--- src/rtl/prd_pkg.sv ---
// Shared types and constants for the packed run-length row decoder.
`default_nettype none
package prd_pkg;

  localparam int BYTE_W   = 8;
  localparam int LEN_W    = 5;
  localparam int KEY_W    = 3;
  localparam int LEFT_W   = 6;
  localparam int TOTAL_W  = 17;
  localparam int MINLEN_W = 16;

  localparam logic [KEY_W-1:0]    KEY_LITERAL    = 3'd7;
  localparam logic [MINLEN_W-1:0] MIN_LEN_RESET  = 16'd32;

  localparam int Q_DEPTH = 4;
  localparam int Q_PTR_W = $clog2(Q_DEPTH);
  localparam int Q_CNT_W = $clog2(Q_DEPTH + 1);

  // One queued command: emit value (cnt + 1) times.
  typedef struct packed {
    logic [BYTE_W-1:0] value;
    logic [LEN_W-1:0]  cnt;
    logic              seg_last;
  } prd_cmd_t;

  // Queue status seen by the front and back parts.
  typedef struct packed {
    logic full;
    logic empty;
  } prd_q_stat_t;

endpackage
`default_nettype wire

--- src/rtl/prd_front.sv ---
// Front part: accepts packed bytes, tracks literal state, issues emit commands.
`default_nettype none
module prd_front (
  input  wire logic                          clk,
  input  wire logic                          rst_n,
  input  wire logic                          in_tvalid,
  output logic                               in_tready,
  input  wire logic [prd_pkg::BYTE_W-1:0]    in_tdata,
  input  wire prd_pkg::prd_q_stat_t          q_stat,
  output logic                               push,
  output prd_pkg::prd_cmd_t                  push_cmd
);
  import prd_pkg::*;

  logic [LEFT_W-1:0] literal_left_r, literal_left_nxt;
  logic              accept;
  logic [KEY_W-1:0]  key;

  assign in_tready = !q_stat.full;
  assign accept    = in_tvalid && in_tready;
  assign key       = in_tdata[BYTE_W-1 -: KEY_W];

  always_comb begin
    literal_left_nxt = literal_left_r;
    push             = 1'b0;
    push_cmd.value   = in_tdata;
    push_cmd.cnt     = '0;
    push_cmd.seg_last = 1'b0;
    if (accept) begin
      if (literal_left_r != '0) begin
        push              = 1'b1;
        push_cmd.seg_last = (literal_left_r == LEFT_W'(1));
        literal_left_nxt  = literal_left_r - LEFT_W'(1);
      end else if (key == KEY_LITERAL) begin
        literal_left_nxt = LEFT_W'(in_tdata[LEN_W-1:0]) + LEFT_W'(1);
      end else begin
        push              = 1'b1;
        push_cmd.value    = BYTE_W'(key);
        push_cmd.cnt      = in_tdata[LEN_W-1:0];
        push_cmd.seg_last = 1'b1;
      end
    end
  end

  always_ff @(posedge clk) begin
    if (!rst_n) begin
      literal_left_r <= '0;
    end else begin
      literal_left_r <= literal_left_nxt;
    end
  end

endmodule
`default_nettype wire

--- src/rtl/prd_fifo.sv ---
// Short command queue between the front and back parts.
`default_nettype none
module prd_fifo (
  input  wire logic                 clk,
  input  wire logic                 rst_n,
  input  wire logic                 push,
  input  wire prd_pkg::prd_cmd_t    push_cmd,
  input  wire logic                 pop,
  output prd_pkg::prd_cmd_t         head_cmd,
  output prd_pkg::prd_q_stat_t      q_stat
);
  import prd_pkg::*;

  prd_cmd_t             mem_r [Q_DEPTH];
  logic [Q_PTR_W-1:0]   wr_ptr_r, rd_ptr_r;
  logic [Q_CNT_W-1:0]   count_r;
  logic                 do_push, do_pop;

  assign q_stat.full  = (count_r == Q_CNT_W'(Q_DEPTH));
  assign q_stat.empty = (count_r == '0);
  assign do_push      = push && !q_stat.full;
  assign do_pop       = pop && !q_stat.empty;
  assign head_cmd     = mem_r[rd_ptr_r];

  always_ff @(posedge clk) begin
    if (do_push) begin
      mem_r[wr_ptr_r] <= push_cmd;
    end
  end

  always_ff @(posedge clk) begin
    if (!rst_n) begin
      wr_ptr_r <= '0;
      rd_ptr_r <= '0;
      count_r  <= '0;
    end else begin
      if (do_push) wr_ptr_r <= wr_ptr_r + Q_PTR_W'(1);
      if (do_pop)  rd_ptr_r <= rd_ptr_r + Q_PTR_W'(1);
      case ({do_push, do_pop})
        2'b10:   count_r <= count_r + Q_CNT_W'(1);
        2'b01:   count_r <= count_r - Q_CNT_W'(1);
        default: count_r <= count_r;
      endcase
    end
  end

endmodule
`default_nettype wire

--- src/rtl/prd_back.sv ---
// Back part: expands commands into bytes, tracks row total, drives output register.
`default_nettype none
module prd_back (
  input  wire logic                          clk,
  input  wire logic                          rst_n,
  input  wire logic                          cfg_wr_en,
  input  wire logic [prd_pkg::MINLEN_W-1:0]  cfg_wr_data,
  input  wire prd_pkg::prd_cmd_t             head_cmd,
  input  wire prd_pkg::prd_q_stat_t          q_stat,
  output logic                               pop,
  output logic                               out_tvalid,
  input  wire logic                          out_tready,
  output logic [prd_pkg::BYTE_W-1:0]         out_tdata,
  output logic                               out_tlast,
  output logic                               out_tuser
);
  import prd_pkg::*;

  logic [MINLEN_W-1:0] min_len_r;
  logic [TOTAL_W-1:0]  row_total_r, row_total_nxt, tot_inc;
  prd_cmd_t            cur_r;
  logic [LEN_W-1:0]    left_r;
  logic                active_r;
  logic                out_valid_r;
  logic [BYTE_W-1:0]   out_byte_r;
  logic                out_last_r, out_chunk_r;
  logic                load_ok, emit, done, seg_end, chunk;

  assign load_ok = !out_valid_r || out_tready;
  assign emit    = active_r && load_ok;
  assign done    = emit && (left_r == '0);
  assign pop     = !q_stat.empty && (!active_r || done);
  assign seg_end = (left_r == '0) && cur_r.seg_last;
  assign tot_inc = row_total_r + TOTAL_W'(1);
  assign chunk   = seg_end && (tot_inc >= TOTAL_W'(min_len_r));

  always_comb begin
    row_total_nxt = row_total_r;
    if (emit) row_total_nxt = chunk ? '0 : tot_inc;
  end

  assign out_tvalid = out_valid_r;
  assign out_tdata  = out_byte_r;
  assign out_tlast  = out_last_r;
  assign out_tuser  = out_chunk_r;

  always_ff @(posedge clk) begin
    if (!rst_n) begin
      min_len_r   <= MIN_LEN_RESET;
      row_total_r <= '0;
      active_r    <= 1'b0;
      out_valid_r <= 1'b0;
    end else begin
      if (cfg_wr_en) min_len_r <= cfg_wr_data;
      row_total_r <= row_total_nxt;
      if (pop)       active_r <= 1'b1;
      else if (done) active_r <= 1'b0;
      if (emit)           out_valid_r <= 1'b1;
      else if (out_tready) out_valid_r <= 1'b0;
    end
  end

  always_ff @(posedge clk) begin
    if (pop) begin
      cur_r  <= head_cmd;
      left_r <= head_cmd.cnt;
    end else if (emit) begin
      left_r <= left_r - LEN_W'(1);
    end
    if (emit) begin
      out_byte_r  <= cur_r.value;
      out_last_r  <= seg_end;
      out_chunk_r <= chunk;
    end
  end

endmodule
`default_nettype wire

--- src/rtl/packed_rle_row_decoder_core.sv ---
// Top level of the packed run-length row decoder.
//
//  channel | dir | payload                                  | handshake
//  in_     | in  | tdata[7:0] packed_byte                   | tvalid/tready
//  out_    | out | tdata[7:0] out_byte, tlast segment_last, | tvalid/tready
//          |     | tuser chunk_end                          |
//  cfg_    | in  | wr_data[15:0] min_row_length             | wr_en
//
// One output byte per cycle unless stalled or starved; a run code n yields n + 1 bytes.
// A literal header is accepted and yields nothing; each literal byte yields one.
// Input accepts one byte a cycle until the 4-entry command queue fills behind a long run.
// Synchronous reset, no clearing pass; min_row_length resets to 32.
// Output stalls hold the output register and back up through the queue to in_tready.
`default_nettype none
module packed_rle_row_decoder_core (
  input  wire logic                          clk,
  input  wire logic                          rst_n,
  input  wire logic                          in_tvalid,
  output logic                               in_tready,
  input  wire logic [7:0]                    in_tdata,    // [7:0] packed_byte
  output logic                               out_tvalid,
  input  wire logic                          out_tready,
  output logic [7:0]                         out_tdata,   // [7:0] out_byte
  output logic                               out_tlast,   // segment_last
  output logic                               out_tuser,   // [0] chunk_end
  input  wire logic                          cfg_wr_en,
  input  wire logic [prd_pkg::MINLEN_W-1:0]  cfg_wr_data
);
  import prd_pkg::*;

  prd_cmd_t    push_cmd, head_cmd;
  prd_q_stat_t q_stat;
  logic        push, pop;

  prd_front u_front (
    .clk       (clk),
    .rst_n     (rst_n),
    .in_tvalid (in_tvalid),
    .in_tready (in_tready),
    .in_tdata  (in_tdata),
    .q_stat    (q_stat),
    .push      (push),
    .push_cmd  (push_cmd)
  );

  prd_fifo u_fifo (
    .clk      (clk),
    .rst_n    (rst_n),
    .push     (push),
    .push_cmd (push_cmd),
    .pop      (pop),
    .head_cmd (head_cmd),
    .q_stat   (q_stat)
  );

  prd_back u_back (
    .clk         (clk),
    .rst_n       (rst_n),
    .cfg_wr_en   (cfg_wr_en),
    .cfg_wr_data (cfg_wr_data),
    .head_cmd    (head_cmd),
    .q_stat      (q_stat),
    .pop         (pop),
    .out_tvalid  (out_tvalid),
    .out_tready  (out_tready),
    .out_tdata   (out_tdata),
    .out_tlast   (out_tlast),
    .out_tuser   (out_tuser)
  );

endmodule
`default_nettype wire

--- config.mk ---
export PLATFORM = sky130hd
export DESIGN_NAME = packed_rle_row_decoder_core
export DESIGN_NICKNAME = d
export VERILOG_FILES = /design/src/rtl/prd_pkg.sv /design/src/rtl/prd_front.sv /design/src/rtl/prd_fifo.sv /design/src/rtl/prd_back.sv /design/src/rtl/packed_rle_row_decoder_core.sv
export SDC_FILE = /design/constraint.sdc
export NUM_CORES = 1
export LEC_CHECK = 0
export BUFFER_PORTS_ARGS = -buffer_cell sky130_fd_sc_hd__buf_2
export CAP_MARGIN = 5
export CELL_PAD_IN_SITES_DETAIL_PLACEMENT = 0
export CELL_PAD_IN_SITES_GLOBAL_PLACEMENT = 2
export CORE_ASPECT_RATIO = 1.5
export CORE_UTILIZATION = 37
export CTS_CLUSTER_SIZE = 30
export DETAILED_ROUTE_END_ITERATION = 8
export PLACE_DENSITY = 0.76
export SLEW_MARGIN = 20
export SYNTH_ARGS = -nofsm -noshare
export SYNTH_HDL_FRONTEND = slang
export SYNTH_SLANG_ARGS = --single-unit
--- constraint.sdc ---
create_clock -name clk -period 2.9 [get_ports clk]
set_input_delay 0.29 -clock clk [delete_from_list [all_inputs] [get_ports clk]]
set_output_delay 0.29 -clock clk [all_outputs]
set_load 0.1 [all_outputs]
# [After elaboration in Yosys (flattened, before gate mapping)]
# Memory sizes are Yosys's and may differ from the RTL's. A register that Yosys moved wholly into a read port is not among the register bits.
# Cells that the tools add are included.
[totals] regBits=72 ramBits=56 output_inout_bits=12 word_cells=73 mem_count=1
[mem_list] memory="u_fifo.mem_r" words=4 word_bits=14 rd=1 rd_ports_with_merged_regs=1 write_ports=1 line="prd_fifo.sv:14" source="prd_cmd_t mem_r [Q_DEPTH];"
[classes] n_addsub=8 magnitude_cmp=1 eq_ne=5 n_mux=21 reduce_logical=23
[op_table] op="14-bit two-way mux" count=2
[op_table] op="17-bit by 1-bit adder with 17-bit output, second input constant" count=1
[op_table] op="17-bit by 16-bit greater-or-equal comparator with 1-bit output" count=1
[op_table] op="17-bit two-way mux" count=1
[op_table] op="13-bit two-way mux" count=1
[op_table] op="6-bit two-way mux" count=2
[op_table] op="1-bit two-way mux" count=10
[op_table] op="5-bit two-way mux" count=2
[op_table] op="2-bit nonzero test" count=5
[op_table] op="1-bit logical AND" count=8
[op_table] op="5-bit by 1-bit adder with 6-bit output, second input constant" count=1
[op_table] op="3-bit == test, second input constant" count=2
[op_table] op="6-bit by 1-bit == test with 1-bit output, second input constant" count=1
[op_table] op="3-bit one-hot mux with 2 select lines" count=1
[op_table] op="6-bit nonzero test" count=1
[op_table] op="6-bit by 1-bit subtractor with 6-bit output, second input constant" count=1
[op_table] op="5-bit logical NOT" count=1
[op_table] op="5-bit by 1-bit subtractor with 5-bit output, second input constant" count=1
[op_table] op="2-bit by 1-bit adder with 2-bit output, second input constant" count=2
[op_table] op="1-bit logical NOT" count=4
[op_table] op="2-bit two-way mux" count=2
[op_table] op="3-bit by 1-bit adder with 3-bit output, second input constant" count=1
[op_table] op="3-bit logical NOT" count=1
[op_table] op="3-bit by 1-bit subtractor with 3-bit output, second input constant" count=1
[op_table] op="4 further kinds" count=5

# [Logic depth before layout (Yosys ltp)]
# Gate-level depths: netlist (run 1).
[depth] depth_word=9 mapped_depth=15 mapped_depth_nobuf=14

# [Cells and area by module]
# A second synthesis (run 1) with hierarchy kept.
[hier_totals] hier_cells=495 hier_area_um2=6077.1
[by_module_without_submodules] mod="prd_back" instances=1 cells_each=287 area_each_um2=2935.3 seq_area_each_um2=1421.4
[by_module_without_submodules] mod="prd_fifo" instances=1 cells_each=127 area_each_um2=2527.4 seq_area_each_um2=1861.8
[by_module_without_submodules] mod="prd_front" instances=1 cells_each=81 area_each_um2=614.3 seq_area_each_um2=120.1

# [Worst setup path before layout (run 1)]
# OpenSTA, ideal clock, no wires.
[synth_path] path_kind="reg-to-reg" startpoint="register u_fifo.count_r[0]" endpoint="register u_fifo.count_r[2]" setup_time_ps=71 arrival_time_ps=3111 setup_slack_ps=-282 stages_incl_launch_ff=12 period_less_slack_ps=3182 cell_sequence="dfxtp_1 inv_1 nand3_1 and2_1 a21boi_1 inv_1 ha_1 inv_1 fa_1 xor2_1 or3_1 a21oi_1"
[synth_between] elab_chain_len=7
[synth_lines] element="start, declared" line="prd_fifo.sv:16" source="logic [Q_CNT_W-1:0] count_r;"
[synth_lines] element="start signal, assigned" line="prd_fifo.sv:40" source="2'b10: count_r <= count_r + Q_CNT_W'(1);"
[synth_lines] element="start signal, assigned" line="prd_fifo.sv:41" source="2'b01: count_r <= count_r - Q_CNT_W'(1);"
[synth_lines] element="start signal, assigned" line="prd_fifo.sv:42" source="default: count_r <= count_r;"
[synth_lines] element="3-bit == test (*)" line="prd_fifo.sv:19" source="assign q_stat.full = (count_r == Q_CNT_W'(Q_DEPTH));"
[synth_lines] element="1-bit logical NOT (*)" line="prd_front.sv:19" source="assign in_tready = !q_stat.full;"
[synth_lines] element="via in_tready" line="packed_rle_row_decoder_core.sv:19" source="output logic in_tready,"
[synth_lines] element="1-bit logical AND" line="prd_front.sv:20" source="assign accept = in_tvalid && in_tready;"
[synth_lines] element="1-bit two-way mux" line="prd_front.sv:29" source="if (accept) begin"
[synth_lines] element="1-bit logical AND (*)" line="prd_fifo.sv:21" source="assign do_push = push && !q_stat.full;"
[synth_lines] element="2-bit by 1-bit == test with 1-bit output or 2-bit == test (tied branches)" line="prd_fifo.sv:39" source="case ({do_push, do_pop})"
[synth_lines] element="3-bit one-hot mux with 2 select lines or 2-bit nonzero test (tied branches)"
# The timed path passes the listed nets; every way through them passes the cells marked *.
# A chain may end at the register's enable or synchronous reset.

# [Worst setup path after layout (run 1)]
[layout_path] startpoint="register u_back.row_total_r[4]" endpoint="register u_back.row_total_r[10]"
[layout_between] elab_chain_len=4
[layout_lines] element="start, declared" line="prd_back.sv:20" source="logic [TOTAL_W-1:0] row_total_r, row_total_nxt, tot_inc;"
[layout_lines] element="start signal, assigned" line="prd_back.sv:55" source="row_total_r <= row_total_nxt;"
[layout_lines] element="17-bit by 1-bit adder with 17-bit output (*)" line="prd_back.sv:34" source="assign tot_inc = row_total_r + TOTAL_W'(1);"
[layout_lines] element="17-bit by 16-bit greater-or-equal comparator with 1-bit output" line="prd_back.sv:35" source="assign chunk = seg_end && (tot_inc >= TOTAL_W'(min_len_r));"
[layout_lines] element="1-bit logical AND" line="prd_back.sv:35"
[layout_lines] element="17-bit two-way mux (*)" line="prd_back.sv:39" source="if (emit) row_total_nxt = chunk ? '0 : tot_inc;"
# Every way passes the cells marked *; elsewhere a longest branch is shown, timed or not.

==> impl_results.md, run 1 <==
- TritonCTS clock tree: done
- Number of I/O pins: 41
- Core Box Area: 0.0157 mm^2
- # DRC: 0
- Max-slew violations: 0
- Chip Width: 105 um
- Clock Latency Late Sink: around 0.42 ns
- RSZ-0062 raised after global routing: true
- Clock Tree Buf Depth: 2
- Initial antenna violation count: 0
- Layout cell share with drive strength beyond 1: 28.1%
- CTS buffer count: 17
- IO buf count: 40
- Critical-path maximum fanout: 4
- Total grt overflow: 0
- CTS clk-pin slew, worst paths: 0.06 ns
- DR top layer: met4
- Rel. slew slack: between 50% and 60%
- GR Util All Layers: 16.4%
- Final setup fails: 0
- Syn Nets: approximately 550
- DR WL met2: 7250 um
- Synth top area cells: edfxtp_1 40%, dfxtp_1 17%, ha_1 5.5%
- DR iter-0 viols: ~130
- Depth of the CTS H-tree: 4
- Antenna Violating Nets Remaining: 0
- Routed len/inst: 16.0 um
- Critical path class: register to register
- Post-placement cell count: 748
- Hold-fix buffers, CTS: 0
- Worst Tran Pin Value: 0.694 ns
- Crit path launch type: register
- Min Hold Slack: 0.110 ns
- Minimum clock period: approximately 2.8 ns
- Met3 WL: between 300 and 400 um
- Setup skew after layout: 0.00705 ns
- WP data required: 3.21 ns
- Final WL: 12600 um
- Number of flops mapped to enable cells by yosys: 80
- Post-synth top cells: 80 x edfxtp_1, 50 x dfxtp_1, 48 x nor2_1, 33 x nand2_1, 32 x a21oi_1
- Diode count: 0
- Dpl hpwl: between 8000 and 9000 um
- Final Hold Fails: 0
- Worst IR Drop VDD: 0.588 mV
- Crit path capture type: register
- Fmax: 358 MHz
- Cell area after synthesis: 0.00594 mm^2
- First-pass DRT Iterations: 4
- Seq/Total Area, Yosys: 57.3%
- Post-synth top flop: edfxtp_1
- Outcome: completed
- First-pass GRT wire length: 20300 um
- PwrDens: 945 mW/mm^2
- Root Buffer: clkbuf_16
- Initial Util: roughly 38%
- CP arrival: 3.10 ns
- HP Class: input port to register
- Largest net degree at the start of global routing: 29
- Mean Syn Cell Area: between 10 and 15 um^2
- Asr flop ratio synth: 0%
- Post-synth top area share: between 40% and 50%
- Seq cells post-synth: 130
- Area leader, netlist: edfxtp_1
- Pwr Total: roughly 7 mW
- Layout overhead on the synthesized area: 23.5%
- Most common cell in the netlist: edfxtp_1
- Layout Cells excl Fill: between 700 and 800
- Die Height: about 160 um
- Via Count: 3946
- Leakage power: 2.86 nW
- DR vias/cell: between 5 and 6
- NumNets Final: 624
- Vias in the first global route: 4097
- Yosys warns: 0
- Wire length on met1: 4670 um
- Final critical-path share of the clock period: 96.4%
- Sinks on Clock Net: 130
- Synth Instances: 489
- Site Rows: 56
- Die Footprint: 0.0166 mm^2
- Post-synthesis cell type count: 56
- Max Cap Viol: 0
- Final RePlAce weighted congestion: 0.787
-- critical path, cell delays in order (launching register included) --
cell and delay (ns):
dfxtp_2 0.32, and3_4 0.20, and3_4 0.18, and2_4 0.17
nand4_1 0.11, xnor2_1 0.18, ha_1 0.30, nand4_1 0.11
nor2_2 0.20, o311a_1 0.21, a21oi_2 0.05, a21oi_2 0.23
nor4_2 0.07, buf_4 0.16, a2bb2o_4 0.20
-- worst paths after layout --
check                              from                endpoint  slack, ns  depth (start not counted)
setup / recovery  u_back.row_total_r[4]  u_back.row_total_r[10]       0.10                         14
hold / removal           cfg_wr_data[5]     u_back.min_len_r[5]       0.11                          3
hold reg to reg         u_back.cur_r[8]     u_back.out_tdata[2]       0.42                          0
setup reg to reg  u_back.row_total_r[4]  u_back.row_total_r[10]       0.10                         14
-- logic make-up after synthesis --
group	after synthesis	share of synthesized area, %
flip-flops	130	57.3
multiplexers	33	8.55
buffers and inverters	47	3.05
adder cells (fa/ha/maj)	27	5.81
XOR/XNOR	27	4.10
AND/OR/NAND/NOR	156	13.6
AO/OA/AOI/OAI	69	7.60
-- cells in the final DEF, fill, tap and decap left out, types with 13 or more instances in the layout --
master / Yosys / final
edfxtp_1: 80 / 80
nor2_1: 48 / 44
dfxtp_1: 50 / 44
buf_2: 3 / 40
buf_4: 0 / 37
nand2_1: 33 / 31
inv_1: 29 / 29
a21oi_1: 32 / 28
ha_1: 26 / 25
mux2i_1: 17 / 17
clkbuf_16: 0 / 17
mux4_2: 14 / 14
and2_1: 13 / 13
-- flip-flops by register name (all words and copies together) (netlist names), 2 cells and up, named ones only --
signal	count
u_back.left_r	5
u_fifo.rd_ptr_r	2
u_fifo.mem_r	56
u_fifo.count_r	3
u_back.min_len_r	16
u_back.cur_r	9
u_front.literal_left_r	6
u_fifo.wr_ptr_r	2
u_back.out_tdata	8
u_back.row_total_r	17
-- through the flow --
step           cell area, um^2  utilization (%)  setup TNS [ns]  setup slack [ns]
3_3_place_gp              6590             42.0               0           0.00794
5_1_grt                   7340             46.8          -0.255           -0.0546
2_1_floorplan             5950                -               0            0.0248
4_1_cts                   7230             46.1               0            0.0190
3_5_place_dp              6590             42.0         -0.0807           -0.0418
6_report                  7340             46.8               0             0.104
-- power breakdown --
group	internal [mW]	total [mW]	switching, mW
Combinational	0.707	2.00	1.29
Clock	1.38	2.22	0.843
Sequential	2.52	2.72	0.201
-- what timing repair did --
action / CTS / global route
resized for setup: 6 / 23
setup buffers: 0 / 4
endpoints found under the setup margin: 13 / 16
pin swaps: 0 / 16
-- final cells by class --
class                      instances  area (um^2)
inverter                          29          109
clock buffer                      17          425
clock inverter                    15          196
tap                              203          254
multi-input combinational        312         2460
timing repair buffer              78          489
fill                            1449         8350
sequential                       130         3410
-- per-layer routing --
metal	vias to the layer above	GRT usage, %
li1	1947	-
met1	1915	15.9
met2	66	31.6
met3	18	4.14
met4	0	8.60
met5	-	0
Note: power is estimated with default switching activity, not from simulation.
==> run 2, diff against run 1 <==
Settings changed: PLACE_DENSITY 0.76 to default, PLACE_DENSITY_LB_ADDON from default to 0.05.
==> run 2 against run 1 <==
Against the previous run: fmax rose by 0.39%; combinational power is essentially flat; register-to-register slack about the same; final area about the same; sequential share of layout area barely moved; critical endpoint is now u_back.row_total_r[13]; non-clock buffer count up 1; highest routed layer unchanged; global-route usage is 0.71 points higher; count of clock-buffer cells in the layout unchanged.
==> impl_results.md, run 2 (synthesis gave the netlist of run 1 again) <==
- NumNets Final: ~630
- Depth of the CTS H-tree: 4
- DR vias/cell: 5.01
- DR iter-0 viols: 153
- CTS clk-pin slew, worst paths: 0.06 ns
- # DRC: 0
- Cell family with most CP delay: compound AO/OA/AOI/OAI gates
- Final setup fails: 0
- Top cell by count, worst path: a21oi_2
- CTS buffer count: 17
- Crit path capture type: register
- First-pass DRT Iterations: 4
- Crit-path cells: ha_1 -> buf_4 -> nand3_1 -> xnor2_1 -> ha_1 -> a21boi_0 -> o311a_1 -> a21oi_2 -> a21oi_2 -> buf_4 -> a211o_1 -> a21oi_2
- RSZ-0062 raised after global routing: true
- Critical Path Max Stage Delay: 0.39 ns
- Minimum clock period: 2.79 ns
- Top Registers: u_fifo.mem_r (56), u_back.row_total_r (17), u_back.min_len_r (16)
- Dpl hpwl: 9690 um
- Commonest non-fill, non-tap cell in the layout: edfxtp_1
- Largest net degree at the start of global routing: 29
- Chip Width: 105 um
- Sinks on Clock Net: 130
- Clock Tree Buf Depth: 2
- Final RePlAce weighted congestion: 0.772
- Die Height: 157 um
- Total grt overflow: 0
- GR peak layer: met2
- Max Cap Viol: 0
- IO buf count: 40
- Layout overhead on the synthesized area: 23.6%
- Vias in the first global route: 3982
- Leakage power: 2.86 nW
- HP Class: input port to register
- Routing usage on met3: about 4.0%
- Initial antenna violation count: 0
- Via Count: 3935
- Clock Latency Late Sink: 0.41 ns
- GR Util met2: ~34%
- Initial Util: 37.9%
- Routed len/inst: approximately 17 um
- Critical-path maximum fanout: 5
- Antenna Violating Nets Remaining: 0
- First-pass GRT wire length: ~21000 um
- Critical path class: register to register
- Crit path buf inv count: 2
- Layout Cells excl Fill: just under 800
- Setup skew after layout: 0.00797 ns
- Most flop-heavy register: u_fifo.mem_r
- Design area: 0.00734 mm^2
- GR Util All Layers: approximately 17%
- Layout cell share with drive strength beyond 1: 27.0%
- Core Box Area: 0.0157 mm^2
- Worst IR Drop VDD: 0.496 mV
- Fillers: approximately 1500
- Site Rows: 56
- Max-slew violations: 0
- Max reg flops: 56
- Root Buffer: clkbuf_16
- Slowest-stage cell, CP: dfxtp_1
- CP arrival: around 3.1 ns
- Final Hold Fails: 0
- Most frequent cells in the layout: 80 x edfxtp_1, 46 x dfxtp_1, 44 x nor2_1
- Final critical-path share of the clock period: slightly below 100%
- Placed Area: 0.00660 mm^2
- Post-placement cell count: 750
- TritonCTS clock tree: done
- Worst Tran Pin Value: between 0.6 and 0.7 ns
- PwrDens: 945 mW/mm^2
- Fmax: about 360 MHz
- Number of I/O pins: 41
- Final WL: 13200 um
- Met1 Use GR: between 10% and 20%
- Die Footprint: 0.0166 mm^2
- Outcome: completed
- WP data required: 3.24 ns
- Crit path launch type: register
- Rel. slew slack: 53.8%
- Diode count: 0
-- run 2: changes by cell type in the layout (fill, tap and decap cells not counted), sizes merged --
cell / delta
buf: +1
clkinv: +2
inv: -2
-- run 2: metrics by stage --
stage | setup TNS (ns) | total power, mW | hold WS (ns) | setup WS [ns] | util, %
6_report | 0 | 6.94 | 0.101 | 0.115 | 46.8
5_1_grt | -0.141 | 7.34 | 0.102 | -0.0588 | 46.8
3_5_place_dp | 0 | 4.78 | 0.405 | 0.0236 | 42.1
3_3_place_gp | -0.00301 | 4.74 | 0.402 | -0.00301 | 42.1
2_1_floorplan | 0 | 4.19 | 0.400 | 0.0248 | -
4_1_cts | 0 | 7.05 | 0.0860 | 0.00660 | 46.0
-- run 2: timing repair --
action | CTS | global route
endpoints found under the setup margin | 1 | 17
gates resized for setup | 1 | 21
pin swaps | 0 | 8
buffers inserted | 0 | 3
hold buffers | 0 | 0
-- run 2: power breakdown --
group | switching [mW] | internal (mW) | total (mW)
clock | 0.861 | 1.38 | 2.24
combinational | 1.28 | 0.700 | 1.98
sequential | 0.204 | 2.52 | 2.72
total | 2.35 | 4.60 | 6.94
-- run 2: routing by layer --
layer	part of all wire, %	vias to the layer above
met1	37	1909
met4	3.3	0
met2	58	57
li1	-	1943
met3	2.1	26
met5	0	-
-- run 2: worst paths after layout --
path	from	endpoint	slack, ns	cells past startpoint
setup / recovery	u_back.row_total_r[1]	u_back.row_total_r[13]	0.11	12
hold / removal	cfg_wr_data[5]	u_back.min_len_r[5]	0.10	3
setup reg to reg	u_back.row_total_r[1]	u_back.row_total_r[13]	0.11	12
hold reg to reg	u_back.cur_r[9]	u_back.out_tdata[3]	0.41	0
-- run 2: area by class of cell --
cell class	count	area [um^2]	area share [%]
Timing Repair Buffer	79	497	6.76
Clock buffer	17	425	5.79
Sequential cell	130	3410	46.4
Clock inverter	15	196	2.67
Inverter	29	109	1.48
Multi-Input combinational cell	312	2450	33.4
Tap cell	203	254	3.46
-- run 2: worst register-to-register path, stage by stage (launching register included) --
cell      delay [ns]
dfxtp_1         0.39
ha_1            0.20
buf_4           0.15
nand3_1         0.09
xnor2_1         0.24
ha_1            0.29
a21boi_0        0.18
o311a_1         0.39
a21oi_2         0.15
a21oi_2         0.09
buf_4           0.14
a211o_1         0.27
a21oi_2         0.13
==> run 3, diff against run 2 <==
Settings changed: CELL_PAD_IN_SITES_DETAIL_PLACEMENT 0 to default, CELL_PAD_IN_SITES_GLOBAL_PLACEMENT 2 to default, CORE_MARGIN from default to 2, CORE_UTILIZATION 37 to 54, HOLD_SLACK_MARGIN from default to 0.06.
==> run 3 against run 2 <==
Against the previous run: the flow now finishes with violations (negative setup slack); utilization grew 21 points; critical path depth grew 3; via count grew 2.5%; final cell count shrank 7.6%; sequential power barely moved; wire length shrank 8.4%; fmax shrank 4.9%; die area fell by 28%; global-route usage rose by 4.8 points; non-clock buffer count down 1; total power decreased by 2.8%; largest cell class unchanged.
==> impl_results.md, run 3 (synthesis gave the netlist of run 1 again) <==
- Outcome: finished with violations
- Failing checks: negative setup slack
- Vias in the first global route: ~4200
- DR top layer: met4
- Initial Util: about 56%
- Diode count: 0
- IO buf count: 40
- Fillers: 818
- Final RePlAce weighted congestion: 0.891
- Initial antenna violation count: 0
- Largest net degree at the start of global routing: 29
- Root Buffer: clkbuf_16
- Final WL: 12100 um
- Most frequent cells in the layout: 80 x edfxtp_1, 44 x nor2_1, 44 x dfxtp_1
- Critical-path maximum fanout: 8
- Fin Setup TNS: -0.0420 ns
- Max reg flops: 56
- Worst Slack Setup Final: -0.0276 ns
- # DRC: 0
- Worst Tran Pin Value: 0.696 ns
- Layout Cells excl Fill: ~730
- Max Cap Viol: 0
- Antenna Violating Nets Remaining: 0
- Final Hold Fails: 0
- Setup skew after layout: 0.0141 ns
- Site Rows: 46
- CTS clk-pin slew, worst paths: 0.05 ns
- PwrDens: slightly above 900 mW/mm^2
- Via Count: 4034
- Number of I/O pins: 41
- DR vias/cell: 5.56
- Commonest non-fill, non-tap cell in the layout: edfxtp_1
- Layout overhead on the synthesized area: 22.0%
- Layout cell share with drive strength beyond 1: between 20% and 30%
- CTS buffer count: 17
- DR iter-0 viols: about 150
- DR WL met2: 6770 um
- WP data required: about 3.2 ns
- Met3 WL: 481 um
- TritonCTS clock tree: done
- Die Height: 133 um
- Wire length on met1: approximately 4300 um
- Depth of the CTS H-tree: 4
- NumNets Final: 624
- First-pass DRT Iterations: 4
- Chip Width: 89.7 um
- Final critical-path share of the clock period: 101%
- Design area: 0.00725 mm^2
- Routed len/inst: ~17 um
- Reg2Reg Setup Slack: -0.03 ns
- Worst IR Drop VDD: 0.510 mV
- Final setup fails: 2
- Clock Latency Late Sink: 0.42 ns
- Clock Tree Buf Depth: 2
- Die Footprint: 0.0119 mm^2
- Critical path class: register to register
- Crit path launch type: register
- Max-slew violations: 0
- Top Registers: u_fifo.mem_r (56), u_back.row_total_r (17), u_back.min_len_r (16)
- Leakage power: between 2 and 3 nW
- Minimum clock period: a little under 3 ns
- GR Util All Layers: 21.9%
- HP Class: input port to register
- Sinks on Clock Net: 130
- CP arrival: 3.21 ns
- Placed Area: between 0.006 and 0.007 mm^2
- Min Hold Slack: 0.0997 ns
- Total grt overflow: 0
- First-pass GRT wire length: approximately 19000 um
- RSZ-0062 raised after global routing: true
- Rel. slew slack: between 50% and 60%
- Most flop-heavy register: u_fifo.mem_r
- Core Box Area: 0.0106 mm^2
- Hold-fix buffers, CTS: 0
- Dpl hpwl: around 8600 um
- Post-placement cell count: 684
- Fmax: 342 MHz
- Crit path capture type: register
## run 3: cell types whose count changed in the layout (fill, tap and decap cells not counted), moves of 2 or more
cell        before  now
clkinv_2         0    2
a21oi_1         29   27
a21oi_2          4    6
inv_8            3    0
clkinvlp_4       1    5
dfxtp_2          4    6
dfxtp_1         46   44
buf_4           38   36
## run 3: repair_timing
action                     CTS  global route
pin swaps                    2            25
setup endpoints to repair   14            19
buffers inserted             2             8
resized for setup            6            25
## run 3: path summary, 6_finish.rpt
path	start	endpoint	cells past startpoint
setup / recovery	u_back.row_total_r[2]	u_back.row_total_r[3]	15
hold / removal	cfg_wr_data[5]	u_back.min_len_r[5]	3
setup reg to reg	u_back.row_total_r[2]	u_back.row_total_r[3]	15
hold reg to reg	u_back.cur_r[11]	u_back.out_tdata[5]	0
## run 3: final cells by class
type / instances / area, um^2 / share of cell area [%]
flip-flops and latches: 130 / 3410 / 47.0
inverters: 29 / 109 / 1.50
multi-input cells: 312 / 2470 / 34.1
clock inverters: 15 / 160 / 2.21
clock buffers: 17 / 425 / 5.87
repair buffers: 78 / 493 / 6.80
well taps: 144 / 180 / 2.49
## run 3: critical path, cell delays in order, from the launching register on
cell	delay [ns]
dfxtp_2	0.33
and3_4	0.18
and3_4	0.20
and2_4	0.16
buf_6	0.09
nand4_1	0.12
xnor2_2	0.21
ha_1	0.30
nand4_1	0.10
nor2_2	0.21
o311a_1	0.24
a21oi_2	0.06
a21oi_2	0.20
buf_6	0.16
nand4b_1	0.15
a21oi_2	0.07
## run 3: stage by stage
step                total power [mW]  util [%]  setup WS (ns)
global placement                4.64      60.8        -0.0126
global route                    7.12      68.1         -0.145
CTS                             6.79      66.7        0.00146
floorplan                       4.19         -         0.0248
finish                          6.75      68.1        -0.0276
detailed placement              4.71      60.8        -0.0845
## run 3: routing by layer
layer / track usage (%) / vias up
li1: - / 1942
met1: 21.6 / 1939
met2: 39.6 / 115
met3: 5.55 / 38
met4: 12.1 / 0
met5: 0 / -
## run 3: where the power goes
part	internal (mW)	switching (mW)
clock network	1.27	0.797
logic	0.687	1.25
registers	2.52	0.229
